==> src/hdl/knn_pkg.sv <==
// ----------------------------------------------------------------------------
// knn_pkg: shared types and constants of the nearest-neighbor scan
// widths of coordinates, distances and keys, register codes, cell types
// ----------------------------------------------------------------------------
package knn_pkg;

  localparam int CoordW   = 8;
  localparam int NumCoord = 4;
  localparam int IndexW   = 16;
  localparam int DistW    = 9;
  // largest sum of four squared differences is 260100
  localparam int SumW     = 18;
  localparam int KeyW     = DistW + IndexW;
  localparam int CfgIdxW  = 8;
  localparam int CfgDataW = 8;

  typedef enum logic [CfgIdxW-1:0] {
    REG_QUERY_X0 = CfgIdxW'(0),
    REG_QUERY_X1 = CfgIdxW'(1),
    REG_QUERY_X2 = CfgIdxW'(2),
    REG_QUERY_X3 = CfgIdxW'(3)
  } cfg_reg_e;

  typedef logic signed [CoordW-1:0] coord_t;
  typedef logic [KeyW-1:0]          key_t;

  // one slot of the sorted list, key = {distance, index}
  typedef struct packed {
    logic valid;
    key_t key;
  } entry_t;

  // command to every cell of the chain
  typedef struct packed {
    logic insert;
    logic shift_out;
  } cell_ctrl_t;

endpackage

==> src/hdl/knn_ifs.sv <==
// ----------------------------------------------------------------------------
// knn channel interfaces
// point input, result output and register write channels
// ----------------------------------------------------------------------------
interface knn_point_if import knn_pkg::*; ();
  logic                     valid;
  logic                     ready;
  logic [IndexW-1:0]        point_index;
  logic signed [CoordW-1:0] point_x0;
  logic signed [CoordW-1:0] point_x1;
  logic signed [CoordW-1:0] point_x2;
  logic signed [CoordW-1:0] point_x3;
  logic                     final_point;

  modport source (
    output valid, point_index, point_x0, point_x1, point_x2, point_x3, final_point,
    input  ready
  );
  modport sink (
    input  valid, point_index, point_x0, point_x1, point_x2, point_x3, final_point,
    output ready
  );
endinterface

interface knn_result_if import knn_pkg::*; ();
  logic              valid;
  logic              ready;
  logic [IndexW-1:0] neighbour_index;
  logic [DistW-1:0]  neighbour_distance;
  logic              final_result;

  modport source (
    output valid, neighbour_index, neighbour_distance, final_result,
    input  ready
  );
  modport sink (
    input  valid, neighbour_index, neighbour_distance, final_result,
    output ready
  );
endinterface

interface knn_cfg_if import knn_pkg::*; ();
  logic                valid;
  logic                ready;
  logic [CfgIdxW-1:0]  index;
  logic [CfgDataW-1:0] data;

  modport source (output valid, index, data, input ready);
  modport sink (input valid, index, data, output ready);
endinterface

==> src/hdl/knn_dist.sv <==
// ----------------------------------------------------------------------------
// knn_dist: squared euclidean distance
// four lane differences, squares and their sum, registered on start
// ----------------------------------------------------------------------------
module knn_dist import knn_pkg::*; (
  input  logic            clk_i,
  input  logic            start_i,
  input  coord_t          query_i [NumCoord],
  input  coord_t          coord_i [NumCoord],
  output logic [SumW-1:0] sum_o
);

  localparam int DiffW = CoordW + 1;
  localparam int SqW   = 2 * DiffW;

  logic signed [DiffW-1:0] diff [NumCoord];
  logic signed [SqW-1:0]   diff_ext [NumCoord];
  logic signed [SqW-1:0]   sq [NumCoord];
  logic [SumW-1:0]         sum_d;
  logic [SumW-1:0]         sum_q;

  always_comb begin
    sum_d = '0;
    for (int i = 0; i < NumCoord; i++) begin
      diff[i]     = DiffW'(query_i[i]) - DiffW'(coord_i[i]);
      diff_ext[i] = SqW'(diff[i]);
      sq[i]       = diff_ext[i] * diff_ext[i];
      sum_d       = sum_d + SumW'(sq[i]);
    end
  end

  always_ff @(posedge clk_i) begin
    if (start_i) begin
      sum_q <= sum_d;
    end
  end

  assign sum_o = sum_q;

endmodule

==> src/hdl/knn_isqrt.sv <==
// ----------------------------------------------------------------------------
// knn_isqrt: iterative floor square root
// one result bit per cycle from the top down, done pulses after the last bit
// ----------------------------------------------------------------------------
module knn_isqrt import knn_pkg::*; (
  input  logic             clk_i,
  input  logic             rst_ni,
  input  logic             start_i,
  input  logic [SumW-1:0]  radicand_i,
  output logic             done_o,
  output logic [DistW-1:0] root_o
);

  localparam int SqW = 2 * DistW;

  logic             busy_q;
  logic             done_q;
  logic [SumW-1:0]  rad_q;
  logic [DistW-1:0] root_q;
  logic [DistW-1:0] root_d;
  logic [DistW-1:0] bit_q;
  logic [DistW-1:0] trial;
  logic [SqW-1:0]   trial_sq;

  always_comb begin
    trial    = root_q | bit_q;
    trial_sq = SqW'(trial) * SqW'(trial);
    root_d   = (trial_sq <= SqW'(rad_q)) ? trial : root_q;
  end

  always_ff @(posedge clk_i or negedge rst_ni) begin
    if (!rst_ni) begin
      busy_q <= 1'b0;
      done_q <= 1'b0;
    end else begin
      done_q <= 1'b0;
      if (start_i) begin
        busy_q <= 1'b1;
      end else if (busy_q && bit_q[0]) begin
        busy_q <= 1'b0;
        done_q <= 1'b1;
      end
    end
  end

  always_ff @(posedge clk_i) begin
    if (start_i) begin
      rad_q  <= radicand_i;
      root_q <= '0;
      bit_q  <= {1'b1, {(DistW-1){1'b0}}};
    end else if (busy_q) begin
      root_q <= root_d;
      bit_q  <= bit_q >> 1;
    end
  end

  assign done_o = done_q;
  assign root_o = root_q;

endmodule

==> src/hdl/knn_cell.sv <==
// ----------------------------------------------------------------------------
// knn_cell: one slot of the sorted neighbor list
// on insert takes the new key or its left neighbor, on drain its right one
// ----------------------------------------------------------------------------
module knn_cell import knn_pkg::*; (
  input  logic       clk_i,
  input  logic       rst_ni,
  input  cell_ctrl_t ctrl_i,
  input  key_t       key_i,
  input  entry_t     prev_i,
  input  entry_t     next_i,
  output entry_t     entry_o
);

  logic valid_q;
  key_t key_q;
  logic beats_own;
  logic beats_prev;

  // an empty slot ranks after everything
  assign beats_own  = !valid_q || (key_i < key_q);
  assign beats_prev = !prev_i.valid || (key_i < prev_i.key);

  always_ff @(posedge clk_i or negedge rst_ni) begin
    if (!rst_ni) begin
      valid_q <= 1'b0;
    end else if (ctrl_i.shift_out) begin
      valid_q <= next_i.valid;
    end else if (ctrl_i.insert && beats_own) begin
      valid_q <= beats_prev ? prev_i.valid : 1'b1;
    end
  end

  always_ff @(posedge clk_i) begin
    if (ctrl_i.shift_out) begin
      key_q <= next_i.key;
    end else if (ctrl_i.insert && beats_own) begin
      key_q <= beats_prev ? prev_i.key : key_i;
    end
  end

  assign entry_o = '{valid: valid_q, key: key_q};

endmodule

==> src/hdl/brute_force_knn_scan.sv <==
// ----------------------------------------------------------------------------
// brute_force_knn_scan: k-nearest-neighbor scan, euclidean, four dimensions
//
// cfg_i writes the query coordinates (index 0..3, other indexes ignored);
// writes are taken in every cycle; the user makes them only while the block
// is idle, which the block itself does not enforce. point_i carries one
// database point per transfer. its distance to the query is the floor square
// root of the summed squared differences. a chain of TOP_K cells keeps the
// closest (distance, index) pairs in ascending order, the smaller index first
// on equal distance. a new point is not taken until the last one is through:
// its squared sum is registered, the bit-serial square root unit works out its
// nine result bits and raises its done flag, then the point enters the chain.
// a point flagged final_point is scanned like any other; then the chain
// drains through result_o, one pair per cycle while the sink takes them,
// final_result on the last pair, leaving the chain empty.
// result_o comes from an output register: a stall on the sink holds the pair
// and the drain; point_i is ready again once the drain is done, even while
// the last pair still waits there.
// reset empties the chain and zeroes the query registers.
// ----------------------------------------------------------------------------
module brute_force_knn_scan import knn_pkg::*; #(
  parameter int TOP_K = 8
) (
  input  logic clk_i,
  input  logic rst_ni,
  knn_cfg_if.sink      cfg_i,
  knn_point_if.sink    point_i,
  knn_result_if.source result_o
);

  localparam logic [2:0] StIdle  = 3'd0;
  localparam logic [2:0] StSum   = 3'd1;
  localparam logic [2:0] StRoot  = 3'd2;
  localparam logic [2:0] StDrain = 3'd3;

  logic [2:0] state_q;
  logic [2:0] state_d;

  // query registers
  coord_t query_q [NumCoord];
  coord_t point_coord [NumCoord];

  // captured point fields while its distance is worked out
  logic [IndexW-1:0] index_q;
  logic              final_q;

  logic             point_xfer;
  logic [SumW-1:0]  sum;
  logic             root_done;
  logic [DistW-1:0] root;

  // sorted chain
  cell_ctrl_t cell_ctrl;
  key_t       new_key;
  entry_t     cells [TOP_K];
  entry_t     head;
  entry_t     tail;
  logic       last_pair;

  // output register
  logic              out_valid_q;
  logic              out_valid_d;
  logic [IndexW-1:0] out_index_q;
  logic [DistW-1:0]  out_dist_q;
  logic              out_final_q;
  logic              out_load;

  // ---------------------------------------------------------------- config
  assign cfg_i.ready = 1'b1;

  always_ff @(posedge clk_i or negedge rst_ni) begin
    if (!rst_ni) begin
      for (int i = 0; i < NumCoord; i++) begin
        query_q[i] <= '0;
      end
    end else if (cfg_i.valid) begin
      unique case (cfg_i.index)
        REG_QUERY_X0: query_q[0] <= cfg_i.data;
        REG_QUERY_X1: query_q[1] <= cfg_i.data;
        REG_QUERY_X2: query_q[2] <= cfg_i.data;
        REG_QUERY_X3: query_q[3] <= cfg_i.data;
        default: ;
      endcase
    end
  end

  // ---------------------------------------------------------------- distance
  assign point_i.ready = (state_q == StIdle);
  assign point_xfer    = point_i.valid && point_i.ready;

  assign point_coord[0] = point_i.point_x0;
  assign point_coord[1] = point_i.point_x1;
  assign point_coord[2] = point_i.point_x2;
  assign point_coord[3] = point_i.point_x3;

  always_ff @(posedge clk_i) begin
    if (point_xfer) begin
      index_q <= point_i.point_index;
      final_q <= point_i.final_point;
    end
  end

  knn_dist u_dist (
    .clk_i   (clk_i),
    .start_i (point_xfer),
    .query_i (query_q),
    .coord_i (point_coord),
    .sum_o   (sum)
  );

  knn_isqrt u_isqrt (
    .clk_i      (clk_i),
    .rst_ni     (rst_ni),
    .start_i    (state_q == StSum),
    .radicand_i (sum),
    .done_o     (root_done),
    .root_o     (root)
  );

  // ---------------------------------------------------------------- chain
  // the head looks valid with the smallest key, so cell 0 never takes it
  assign head      = '{valid: 1'b1, key: '0};
  assign tail      = '{valid: 1'b0, key: '0};
  assign new_key   = {root, index_q};
  assign out_load  = (state_q == StDrain) && (!out_valid_q || result_o.ready);

  assign cell_ctrl = '{insert: (state_q == StRoot) && root_done, shift_out: out_load};

  for (genvar g = 0; g < TOP_K; g++) begin : g_cell
    entry_t prev;
    entry_t next;
    if (g == 0) begin : g_first
      assign prev = head;
    end else begin : g_mid
      assign prev = cells[g-1];
    end
    if (g == TOP_K - 1) begin : g_last
      assign next = tail;
    end else begin : g_inner
      assign next = cells[g+1];
    end

    knn_cell u_cell (
      .clk_i   (clk_i),
      .rst_ni  (rst_ni),
      .ctrl_i  (cell_ctrl),
      .key_i   (new_key),
      .prev_i  (prev),
      .next_i  (next),
      .entry_o (cells[g])
    );
  end

  // last pair of the drain when nothing follows the head cell
  if (TOP_K == 1) begin : g_one
    assign last_pair = 1'b1;
  end else begin : g_many
    assign last_pair = !cells[1].valid;
  end

  // ---------------------------------------------------------------- control
  always_comb begin
    state_d = state_q;
    unique case (state_q)
      StIdle:  if (point_xfer) state_d = StSum;
      StSum:   state_d = StRoot;
      StRoot:  if (root_done) state_d = final_q ? StDrain : StIdle;
      StDrain: if (out_load && last_pair) state_d = StIdle;
      default: state_d = StIdle;
    endcase
  end

  always_ff @(posedge clk_i or negedge rst_ni) begin
    if (!rst_ni) begin
      state_q <= StIdle;
    end else begin
      state_q <= state_d;
    end
  end

  // ---------------------------------------------------------------- output
  always_comb begin
    out_valid_d = out_valid_q && !result_o.ready;
    if (out_load) begin
      out_valid_d = 1'b1;
    end
  end

  always_ff @(posedge clk_i or negedge rst_ni) begin
    if (!rst_ni) begin
      out_valid_q <= 1'b0;
    end else begin
      out_valid_q <= out_valid_d;
    end
  end

  always_ff @(posedge clk_i) begin
    if (out_load) begin
      out_index_q <= cells[0].key[IndexW-1:0];
      out_dist_q  <= cells[0].key[KeyW-1:IndexW];
      out_final_q <= last_pair;
    end
  end

  assign result_o.valid              = out_valid_q;
  assign result_o.neighbour_index    = out_index_q;
  assign result_o.neighbour_distance = out_dist_q;
  assign result_o.final_result       = out_final_q;

endmodule
==> src/flat_wrapper.sv <==
// flat-port wrapper written by rule: the top's interface ports become plain ports
module brute_force_knn_scan_flat import knn_pkg::*;
#(
  parameter int TOP_K = 8
)
  (clk_i, rst_ni, cfg_i_valid, cfg_i_index, cfg_i_data, cfg_i_ready, point_i_valid, point_i_point_index, point_i_point_x0, point_i_point_x1, point_i_point_x2, point_i_point_x3, point_i_final_point, point_i_ready, result_o_valid, result_o_neighbour_index, result_o_neighbour_distance, result_o_final_result, result_o_ready);
  knn_cfg_if cfg_i_i ();
  knn_point_if point_i_i ();
  knn_result_if result_o_i ();
  input  logic clk_i;
  input  logic rst_ni;
  input wire logic [$bits(cfg_i_i.valid)-1:0] cfg_i_valid;
  input wire logic [$bits(cfg_i_i.index)-1:0] cfg_i_index;
  input wire logic [$bits(cfg_i_i.data)-1:0] cfg_i_data;
  output wire logic [$bits(cfg_i_i.ready)-1:0] cfg_i_ready;
  input wire logic [$bits(point_i_i.valid)-1:0] point_i_valid;
  input wire logic [$bits(point_i_i.point_index)-1:0] point_i_point_index;
  input wire logic [$bits(point_i_i.point_x0)-1:0] point_i_point_x0;
  input wire logic [$bits(point_i_i.point_x1)-1:0] point_i_point_x1;
  input wire logic [$bits(point_i_i.point_x2)-1:0] point_i_point_x2;
  input wire logic [$bits(point_i_i.point_x3)-1:0] point_i_point_x3;
  input wire logic [$bits(point_i_i.final_point)-1:0] point_i_final_point;
  output wire logic [$bits(point_i_i.ready)-1:0] point_i_ready;
  output wire logic [$bits(result_o_i.valid)-1:0] result_o_valid;
  output wire logic [$bits(result_o_i.neighbour_index)-1:0] result_o_neighbour_index;
  output wire logic [$bits(result_o_i.neighbour_distance)-1:0] result_o_neighbour_distance;
  output wire logic [$bits(result_o_i.final_result)-1:0] result_o_final_result;
  input wire logic [$bits(result_o_i.ready)-1:0] result_o_ready;
  assign cfg_i_i.valid = cfg_i_valid;
  assign cfg_i_i.index = cfg_i_index;
  assign cfg_i_i.data = cfg_i_data;
  assign cfg_i_ready = cfg_i_i.ready;
  assign point_i_i.valid = point_i_valid;
  assign point_i_i.point_index = point_i_point_index;
  assign point_i_i.point_x0 = point_i_point_x0;
  assign point_i_i.point_x1 = point_i_point_x1;
  assign point_i_i.point_x2 = point_i_point_x2;
  assign point_i_i.point_x3 = point_i_point_x3;
  assign point_i_i.final_point = point_i_final_point;
  assign point_i_ready = point_i_i.ready;
  assign result_o_valid = result_o_i.valid;
  assign result_o_neighbour_index = result_o_i.neighbour_index;
  assign result_o_neighbour_distance = result_o_i.neighbour_distance;
  assign result_o_final_result = result_o_i.final_result;
  assign result_o_i.ready = result_o_ready;
  brute_force_knn_scan #(.TOP_K(TOP_K)) u_core (.clk_i(clk_i), .rst_ni(rst_ni), .cfg_i(cfg_i_i), .point_i(point_i_i), .result_o(result_o_i));
endmodule
==> config.mk <==
export PLATFORM = sky130hd
export DESIGN_NAME = brute_force_knn_scan_flat
export DESIGN_NICKNAME = d
export VERILOG_FILES = /design/src/hdl/knn_pkg.sv /design/src/hdl/knn_ifs.sv /design/src/hdl/knn_dist.sv /design/src/hdl/knn_isqrt.sv /design/src/hdl/knn_cell.sv /design/src/hdl/brute_force_knn_scan.sv /design/src/flat_wrapper.sv
export SDC_FILE = /design/constraint.sdc
export NUM_CORES = 2
export LEC_CHECK = 0
export BUFFER_PORTS_ARGS = -buffer_cell sky130_fd_sc_hd__buf_2
export CELL_PAD_IN_SITES_DETAIL_PLACEMENT = 2
export CELL_PAD_IN_SITES_GLOBAL_PLACEMENT = 2
export CORE_MARGIN = 2
export CORE_UTILIZATION = 40
export CTS_BUF_LIST = sky130_fd_sc_hd__clkbuf_2
export CTS_CLUSTER_SIZE = 25
export DETAILED_ROUTE_END_ITERATION = 12
export PLACE_DENSITY = 0.83
export SLEW_MARGIN = 10
export SYNTH_ARGS = -nofsm -noshare
export SYNTH_HDL_FRONTEND = slang
export SYNTH_HIERARCHICAL = 1
export SYNTH_SLANG_ARGS = --single-unit
==> constraint.sdc <==
create_clock -name clk_i -period 10.7 [get_ports clk_i]
set_input_delay 1.07 -clock clk_i [delete_from_list [all_inputs] [get_ports clk_i]]
set_output_delay 1.07 -clock clk_i [all_outputs]
set_load 0.02 [all_outputs]
==> reports/qor.txt <==
Longest Clk Path Bufs -> 3
Final-report hold violation count -> 0
Register area share after synthesis -> 0.231
Outcome -> finished clean
Startpoint Class -> flip-flop
Port buffer count -> 97
Final core occ -> 0.437
Horiz. Die Dim -> 331 µm
Inst Count DP -> 6189
Via count -> 36000
Num CTS Buffers -> 103
Vias per inst -> 5.62
Critical Path Most Common Cell -> fa_1
WP data arrival -> 10.62 ns
DRT iter0 DRCs -> 1909
Slew margin rel. -> 0.156
Reg area -> 0.00986 mm²
Class of the worst hold path -> in -> reg
Fin Setup TNS -> 0 ns
Post_cts resized -> 0
Area delta synth->final -> 8.08%
Via count of the first global-routing pass -> 41500
Residual DRC count -> 0
Final WL -> 144000 µm
Area of the die -> 0.110 mm²
Top post-synthesis cells by area -> edfxtp_1 20%, fa_1 17%, ha_1 16%
Multi-input logic area -> 0.0288 mm²
CP Class -> reg -> reg
Family with the most delay on the worst path -> adder cells
Worst-margin pin slew -> 1.27 ns
Total GRT Usage -> 0.264
CP max FO -> 11
DRT antenna net count -> 0
Avg WL per Cell -> 22.4 µm
Max Slew Vio Count -> 0
Clock root buffer -> clkbuf_2
First-pass GRT wire length -> 228000 µm
Yosys cell types -> 88
Largest net degree at the start of global routing -> 210
WHS -> 0.159 ns
CTS clk-pin slew, worst paths -> 0.12 ns
Top-count cell post-synth -> inv_1
Non-Filler Instances -> 6413
Total gr overflow -> 0
Max_cap viols -> 0
CTS Hold Bufs -> 25
Chip Height -> 331 µm
TritonCTS clock tree -> yes
Core area -> 0.106 mm²
Crit path time final -> 9.58 ns
I/O Pins -> 99
Core Rows -> 119
Synthesized area per cell -> 8.99 µm²
Post-synth EDFFs -> 279
R2R Setup Slk -> 1.12 ns
Critical path capture point type -> flip-flop
Final Wtd Congestion -> 0.862
Most common flop cell mapped by yosys -> edfxtp_1
Buffers and inverters on the worst path -> 7
Skew-Pair Late Insertion Delay -> 1.35 ns
CP max stage delay -> 0.63 ns
Hpwl dp -> 111000 µm
Top-area cell type share of the netlist area -> 0.196
Sink Count -> 342
Maximum clock frequency -> 0.104 GHz
Initial antenna violation count -> 3
Cells after Synth -> 4756
Most instantiated cells after synthesis -> 952 x inv_1, 562 x ha_1, 382 x nand2_1
Share of post-route cells with drive strength above 1 -> 0.0955
Final setup viols -> 0
H-tree depth -> 3
Synthesized flop and latch total -> 342
CP required -> 11.74 ns
Nets@finish -> 5918
Tcrit/Tclk final -> 0.896
Synth async-reset ratio -> 0.132
Worst setup skew after layout -> 0.130 ns
Mapped cell area -> 0.0428 mm²
RSZ-0062 raised after global routing -> no
Synth warn -> 6
Cell taking the most area after synthesis -> edfxtp_1
Initial Util -> 0.405
Slowest-stage cell, CP -> fa_1
Pre-antenna DRT Iters -> 7
Fill cells -> 11700
Postcts setup bufs -> 0
[tightest hold or removal path: cells and delay by family]
family,cells,cell delay [ns]
AND/OR/NAND/NOR,2,0.22
buffers and inverters,1,0.07
[logic make-up after synthesis]
family          after synthesis  synth area share
other cells                   2          0.000176
buf+inv                    1142             0.105
fa+ha+maj                   919             0.332
xor+xnor                     88            0.0193
mux                          46            0.0118
compound gates              726             0.116
simple gates               1491             0.186
flops                       342             0.231
[state kept, by name, summed over array words and instances (netlist names)]
name / count
u_core/u_dist/sum_o: 18
u_core/state_q: 2
u_core/g_cell.u_cell/key_q: 200
u_core/u_isqrt/root_o: 9
u_core/result_o.final_result: 1
u_core/g_cell.u_cell/valid_q: 8
u_core/index_q: 16
u_core/u_isqrt/done_o: 1
u_core/result_o.valid: 1
u_core/u_isqrt/busy_q: 1
u_core/result_o.neighbour_index: 16
u_core/query_q: 32
u_core/result_o.neighbour_distance: 9
u_core/u_isqrt/bit_q: 9
u_core/final_q: 1
u_core/u_isqrt/rad_q: 18
[through the flow]
stage	setup slack [ns]	area [µm²]
finish	1.12	46200
global route	0.798	46200
CTS	1.17	46200
detailed placement	0.463	45000
global placement	1.19	45000
floorplan	1.76	43000
[layout by cell type (no fill, tap or decap), types with 67 or more instances in the layout]
master | synthesis | routed
nand4_1 | 67 | 67
a22oi_1 | 200 | 200
nand3_1 | 228 | 228
buf_2 | 30 | 97
nor2_1 | 211 | 211
o21ai_0 | 75 | 75
ha_1 | 562 | 562
edfxtp_1 | 279 | 279
or4_1 | 192 | 192
nand2_1 | 382 | 382
a21o_1 | 74 | 74
inv_1 | 952 | 952
nor2b_1 | 227 | 225
a21oi_1 | 219 | 211
fa_1 | 357 | 357
clkbuf_2 | 16 | 150
[area by class of cell]
| type | count | area share |
|---|---|---|
| Sequential cell | 342 | 0.213 |
| Clock buffer | 150 | 0.0162 |
| Tap cell | 1391 | 0.0377 |
| Clock inverter | 40 | 0.00382 |
| Multi-Input combinational cell | 3328 | 0.623 |
| Inverter | 968 | 0.0787 |
| Timing Repair Buffer | 186 | 0.0271 |
| Antenna cell | 8 | 0.000433 |
[final timing paths]
kind                                        start                      end  cells past startpoint
min                                result_o_ready    u_core/result_o.valid                      3
max in group asynchronous                  rst_ni        u_core/state_q[1]                      3
min reg2reg                u_core/u_dist/sum_o[8]  u_core/u_isqrt/rad_q[8]                      0
max reg2reg                    u_core/query_q[16]  u_core/u_dist/sum_o[16]                     32
min in group asynchronous                  rst_ni       u_core/query_q[14]                      3
max                            u_core/query_q[16]  u_core/u_dist/sum_o[16]                     32
[per-layer routing]
metal	routed length, µm	vias to the layer above	global-route usage	part of all wire
li1	-	16500	-	-
met1	62000	18500	0.331	0.43
met2	72300	762	0.468	0.50
met3	4910	276	0.0331	0.034
met4	4540	2	0.0893	0.032
met5	11	-	0	0.000076
Power is left out: the tool's default activity adds up to more than one toggle a clock period on the data nets, which glitch-free logic cannot reach.
